## config.mk

```make
export PLATFORM = sky130hd
export DESIGN_NAME = twc_ctrl
export DESIGN_NICKNAME = d
export VERILOG_FILES = /design/src/design/twc_pkg.sv /design/src/design/twc_ctrl.sv
export SDC_FILE = /design/constraint.sdc
export NUM_CORES = 1
export LEC_CHECK = 0
export ABC_AREA = 1
export BUFFER_PORTS_ARGS = -buffer_cell sky130_fd_sc_hd__buf_2
export CELL_PAD_IN_SITES_DETAIL_PLACEMENT = 0
export CELL_PAD_IN_SITES_GLOBAL_PLACEMENT = 1
export CORE_ASPECT_RATIO = 0.75
export CORE_UTILIZATION = 24
export CTS_CLUSTER_DIAMETER = 120
export DETAILED_ROUTE_END_ITERATION = 10
export MAX_ROUTING_LAYER = met4
export PLACE_DENSITY = 0.84
export SLEW_MARGIN = 20
export SYNTH_ARGS = -nofsm -noshare
export SYNTH_HDL_FRONTEND = slang
export SYNTH_SLANG_ARGS = --single-unit
```

## constraint.sdc

```tcl
create_clock -name clk -period 1.3 [get_ports clk]
set_input_delay 0.195 -clock clk [delete_from_list [all_inputs] [get_ports clk]]
set_output_delay 0.195 -clock clk [all_outputs]
set_load 0.05 [all_outputs]
```

## src/design/twc_pkg.sv

```systemverilog
// ----------------------------------------------------------------------------
// twc_pkg
// Shared widths, codes and controller/datapath types of the text window console
// ----------------------------------------------------------------------------
package twc_pkg;

  localparam int KIND_W     = 2;
  localparam int CHAR_W     = 8;
  localparam int COL_W      = 7;
  localparam int ROW_W      = 6;
  localparam int CFG_IDX_W  = 3;
  localparam int CFG_DATA_W = 8;

  localparam int SCREEN_COLS_DEF = 80;
  localparam int SCREEN_ROWS_DEF = 40;

  localparam logic [COL_W-1:0]  WIN_LEFT_RST     = 7'd0;
  localparam logic [ROW_W-1:0]  WIN_TOP_RST      = 6'd0;
  localparam logic [COL_W-1:0]  WIN_COLS_RST     = 7'd80;
  localparam logic [ROW_W-1:0]  WIN_ROWS_RST     = 6'd40;
  localparam logic [CHAR_W-1:0] CURSOR_GLYPH_RST = 8'd32;

  localparam logic [CHAR_W-1:0] CH_BS    = 8'd8;
  localparam logic [CHAR_W-1:0] CH_LF    = 8'd10;
  localparam logic [CHAR_W-1:0] CH_CR    = 8'd13;
  localparam logic [CHAR_W-1:0] CH_BLANK = 8'd32;

  typedef enum logic [KIND_W-1:0] {
    KIND_PRINT = 2'd0,
    KIND_CLEAR = 2'd1,
    KIND_MOVE  = 2'd2,
    KIND_READ  = 2'd3
  } kind_t;

  typedef enum logic [CFG_IDX_W-1:0] {
    CFG_WIN_LEFT     = 3'd0,
    CFG_WIN_TOP      = 3'd1,
    CFG_WIN_COLS     = 3'd2,
    CFG_WIN_ROWS     = 3'd3,
    CFG_CURSOR_GLYPH = 3'd4
  } cfg_idx_t;

  typedef enum logic [2:0] {
    CUR_HOLD,
    CUR_SAT,
    CUR_PRINT,
    CUR_HOME,
    CUR_MOVE
  } cur_op_t;

  typedef enum logic [1:0] {
    LOOP_HOLD,
    LOOP_ZERO,
    LOOP_STEP
  } loop_op_t;

  typedef enum logic [2:0] {
    AS_CURSOR,
    AS_LOOP,
    AS_LOOP_BELOW,
    AS_LOOP_BOTTOM,
    AS_REQ
  } addr_sel_t;

  typedef enum logic [1:0] {
    WD_BLANK,
    WD_PRINT,
    WD_GLYPH,
    WD_RDATA
  } wdata_sel_t;

  typedef struct packed {
    logic       load_req;
    cur_op_t    cur_op;
    loop_op_t   loop_op;
    logic       mem_we;
    logic       mem_re;
    addr_sel_t  addr_sel;
    wdata_sel_t wdata_sel;
    logic       cell_load;
    logic       err_set;
    logic       out_load;
  } twc_cmd_t;

  typedef struct packed {
    kind_t kind;
    logic  scroll;
    logic  rows_one;
    logic  move_ok;
    logic  read_ok;
    logic  col_end;
    logic  row_last;
    logic  row_copy_last;
    logic  out_free;
  } twc_sts_t;

endpackage

```

## src/design/twc_ctrl.sv

```systemverilog
// ----------------------------------------------------------------------------
// twc_ctrl
// Request sequencer: dispatch, clear and scroll sweeps, glyph redraw, result
// ----------------------------------------------------------------------------
module twc_ctrl (
  input  logic              clk,
  input  logic              rst_n,
  input  logic              in_valid,
  output logic              in_ready,
  input  twc_pkg::twc_sts_t sts,
  output twc_pkg::twc_cmd_t cmd
);

  typedef enum logic [3:0] {
    S_IDLE,
    S_EXEC,
    S_CLR,
    S_SCR_RD,
    S_SCR_WR,
    S_BLANK,
    S_GLYPH,
    S_RDWAIT,
    S_DONE
  } state_t;

  state_t state_r, state_nxt;

  always_comb begin
    cmd           = '0;
    cmd.cur_op    = twc_pkg::CUR_HOLD;
    cmd.loop_op   = twc_pkg::LOOP_HOLD;
    cmd.addr_sel  = twc_pkg::AS_CURSOR;
    cmd.wdata_sel = twc_pkg::WD_BLANK;
    in_ready      = 1'b0;
    state_nxt     = state_r;
    unique case (state_r)
      S_IDLE: begin
        in_ready = 1'b1;
        if (in_valid) begin
          cmd.load_req = 1'b1;
          cmd.cur_op   = twc_pkg::CUR_SAT;
          state_nxt    = S_EXEC;
        end
      end
      S_EXEC: begin
        unique case (sts.kind)
          twc_pkg::KIND_PRINT: begin
            cmd.mem_we    = 1'b1;
            cmd.addr_sel  = twc_pkg::AS_CURSOR;
            cmd.wdata_sel = twc_pkg::WD_PRINT;
            cmd.cur_op    = twc_pkg::CUR_PRINT;
            cmd.loop_op   = twc_pkg::LOOP_ZERO;
            if (!sts.scroll) begin
              state_nxt = S_GLYPH;
            end else if (sts.rows_one) begin
              state_nxt = S_BLANK;
            end else begin
              state_nxt = S_SCR_RD;
            end
          end
          twc_pkg::KIND_CLEAR: begin
            cmd.cur_op  = twc_pkg::CUR_HOME;
            cmd.loop_op = twc_pkg::LOOP_ZERO;
            state_nxt   = S_CLR;
          end
          twc_pkg::KIND_MOVE: begin
            if (sts.move_ok) begin
              cmd.cur_op = twc_pkg::CUR_MOVE;
            end else begin
              cmd.err_set = 1'b1;
            end
            state_nxt = S_DONE;
          end
          twc_pkg::KIND_READ: begin
            if (sts.read_ok) begin
              cmd.mem_re   = 1'b1;
              cmd.addr_sel = twc_pkg::AS_REQ;
              state_nxt    = S_RDWAIT;
            end else begin
              cmd.err_set = 1'b1;
              state_nxt   = S_DONE;
            end
          end
          default: state_nxt = S_DONE;
        endcase
      end
      S_CLR: begin
        cmd.mem_we    = 1'b1;
        cmd.addr_sel  = twc_pkg::AS_LOOP;
        cmd.wdata_sel = twc_pkg::WD_BLANK;
        cmd.loop_op   = twc_pkg::LOOP_STEP;
        if (sts.col_end && sts.row_last) state_nxt = S_GLYPH;
      end
      S_SCR_RD: begin
        cmd.mem_re   = 1'b1;
        cmd.addr_sel = twc_pkg::AS_LOOP_BELOW;
        state_nxt    = S_SCR_WR;
      end
      S_SCR_WR: begin
        cmd.mem_we    = 1'b1;
        cmd.addr_sel  = twc_pkg::AS_LOOP;
        cmd.wdata_sel = twc_pkg::WD_RDATA;
        if (sts.col_end && sts.row_copy_last) begin
          cmd.loop_op = twc_pkg::LOOP_ZERO;
          state_nxt   = S_BLANK;
        end else begin
          cmd.loop_op = twc_pkg::LOOP_STEP;
          state_nxt   = S_SCR_RD;
        end
      end
      S_BLANK: begin
        cmd.mem_we    = 1'b1;
        cmd.addr_sel  = twc_pkg::AS_LOOP_BOTTOM;
        cmd.wdata_sel = twc_pkg::WD_BLANK;
        cmd.loop_op   = twc_pkg::LOOP_STEP;
        if (sts.col_end) state_nxt = S_GLYPH;
      end
      S_GLYPH: begin
        cmd.mem_we    = 1'b1;
        cmd.addr_sel  = twc_pkg::AS_CURSOR;
        cmd.wdata_sel = twc_pkg::WD_GLYPH;
        if (sts.out_free) begin
          cmd.out_load = 1'b1;
          state_nxt    = S_IDLE;
        end else begin
          state_nxt = S_DONE;
        end
      end
      S_RDWAIT: begin
        cmd.cell_load = 1'b1;
        state_nxt     = S_DONE;
      end
      S_DONE: begin
        if (sts.out_free) begin
          cmd.out_load = 1'b1;
          state_nxt    = S_IDLE;
        end
      end
      default: state_nxt = S_IDLE;
    endcase
  end

  always_ff @(posedge clk) begin
    if (!rst_n) begin
      state_r <= S_IDLE;
    end else begin
      state_r <= state_nxt;
    end
  end

  a_accept_dispatch: assert property (@(posedge clk) disable iff (!rst_n)
    (in_valid && in_ready) |=> (state_r == S_EXEC))
    else $error("accepted request not dispatched");

  a_load_when_free: assert property (@(posedge clk) disable iff (!rst_n)
    cmd.out_load |-> sts.out_free)
    else $error("result loaded over an untaken result");

endmodule

```

==> reports/metrics.yaml <==
max_freq_mhz: 626
holdCritPathClass: "in2reg"
setup_viol: 20
cts_tree: "built"
totalWireLength_microns: 2180
ios: 30
largest_reg_flops: 4
grt_usage: 0.202
layout_common_cells: "buf_4 (21), nand2_1 (18), buf_6 (17)"
grt_pass1_wl_microns: 2960
drt-pass1-iter-count: 4
die_h_microns: 40.4
drive_above_1_share: 0.685
design.core.area_sq_mm: 0.00179
power_density_mw_per_mm2: 2450
finalMaxSlewViolations: 0
syn_inst: 93
routabilityCongestion: 0.874
synthMuxAreaShare: 0
grt_max_degree: 7
reg_top3: "state_r (4)"
cp_max_fo: 5
synth_top_area_frac: 0.191
drc_errors: 0
cp-end-kind: "output pin"
synth-seq-area-share: 0.170
cts_num_sinks: 4
maxSlewHeadroom: 0.822
yosys_register_bits: 4
rsz0062_at_grt: "true"
tns_ns: -3.56
start_kind: "register"
skew_ns: 0.00671
syn_avg_cell_area_sq_um: 5.07
wl_met1_microns: 1010
num-nets-final: 164
postRouteAntennaNets: 0
synth-xor-area-share: 0
antenna_found_initial: 0
insertedDiodeCount: 0
finalCriticalPeriod_ns: 1.60
grt_pass1_vias: 696
routed.top_layer: "met4"
wl_per_cell_microns: 12.7
root_buffer: "clkbuf_4"
syn-cell-area_sq_um: 472
dieArea_sq_mm: 0.00215
viasPerCell: 4.73
initial_utilization: 0.264
violations: "negative setup slack"
dpl.hpwl_microns: 1430
hold-worst-slack_ns: 0.147
maxCapViolations: 0
preCtsSetupSlack_ns: -0.102
first_iter_violations: 27
ir_drop_uv: 2410
finalCritPeriodShare: 1.23
cp.required_ns: 1.11
port-buffer-count: 29
synth_top_family_by_area: "simple AND/OR/NAND/NOR gates"
synth_nets: 106
met2_length_microns: 1070
final_common_cell: "buf_4"
cts.clk_slew.worst_paths_ns: 0.04
yosys.area_share.simple: 0.570
vias: 809
clockBufferDepth: 2
ys_top_cells_by_area: "nand2_1 (19%), dfxtp_1 (17%), nand3_1 (17%)"
htreeDepth: 1
p_leak_nw: 0.613
die_x_microns: 53.2
setup_slack_ns: -0.298
hold_violations: 0
synthToLayoutAreaGrowth_pct: 161
numCtsBuffers: 3
synth_adder_area_share: 0
synth_cell_type_count: 15
synth_compound_area_frac: 0.122
cp_data_arrival_time_ns: 1.40
tightest_slew_ns: 0.267
ys_warn_count: 0
max_flop_register: "state_r"
crit_type: "reg2out"
insertion_delay_ns: 0.25
status: "finished with violations"
dr_wl_met3_microns: 76
synth_top_area_cell: "nand2_1"
grt_overflow_total: 0
core.rowCount: 13
metrics by stage:
step	cell area (sq um)	std cells	power, mW	utilization
2_1_floorplan	598	93	1.50	-
3_3_place_gp	893	160	2.00	0.499
3_5_place_dp	893	160	2.02	0.499
4_1_cts	1070	165	2.56	0.599
5_1_grt	1230	171	3.16	0.688
6_report	1230	171	3.02	0.688
cells by family after synthesis:
logic type / count (synthesis)
simple gates: 62
flops: 4
compound gates: 10
buf+inv: 17
cell type report:
| class | count | area [sq um] |
|---|---|---|
| Inverter | 16 | 72.6 |
| Sequential cell | 4 | 92.6 |
| Clock buffer | 3 | 22.5 |
| Multi-Input combinational cell | 72 | 547 |
| Fill cell | 155 | 558 |
| Tap cell | 22 | 27.5 |
| Timing Repair Buffer | 54 | 469 |
path summary, 6_finish.rpt:
path	from	endpoint	slack (ns)	depth (start not counted)
max reg2reg	state_r[2]	state_r[2]	-0.07	8
max	state_r[2]	cmd[12]	-0.30	6
min	rst_n	state_r[3]	0.15	3
min reg2reg	state_r[0]	state_r[0]	0.74	4
metal layers:
metal | vias up | track usage
met5 | - | -
met4 | 0 | 0.0395
met1 | 378 | 0.250
met2 | 21 | 0.351
met3 | 2 | 0.0341
li1 | 408 | -
cells in the mapped netlist:
library cell  number
a21oi_1            5
dfxtp_1            4
o21ai_0            3
clkbuf_2           1
nor3_1             1
nand2_2            2
nand4_1            2
nand2_1           24
inv_1             15
o21ai_2            1
a31o_2             1
nor2_2             2
nand3_1           16
nor2_1            15
inv_2              1
power breakdown:
part,switching (mW),leakage (nW),internal (mW)
sequential,0.0762,0.0353,0.180
clock,0.0608,0.0138,0.104
combinational,1.50,0.563,1.10
what timing repair did:
| action | in CTS | in global routing |
|---|---|---|
| resized for setup | 45 | 30 |
| pin swaps | 8 | 11 |
| setup buffers | 2 | 8 |
| endpoints found under the setup margin | 17 | 21 |
| hold buffers | 0 | 0 |
worst max-delay path: stages, from the launching register on:
cell,delay [ns]
dfxtp_2,0.34
inv_4,0.08
nand2_4,0.06
nor2_4,0.24
buf_4,0.16
a31o_4,0.14
buf_8,0.14
Note: power is estimated with default switching activity, not from simulation.
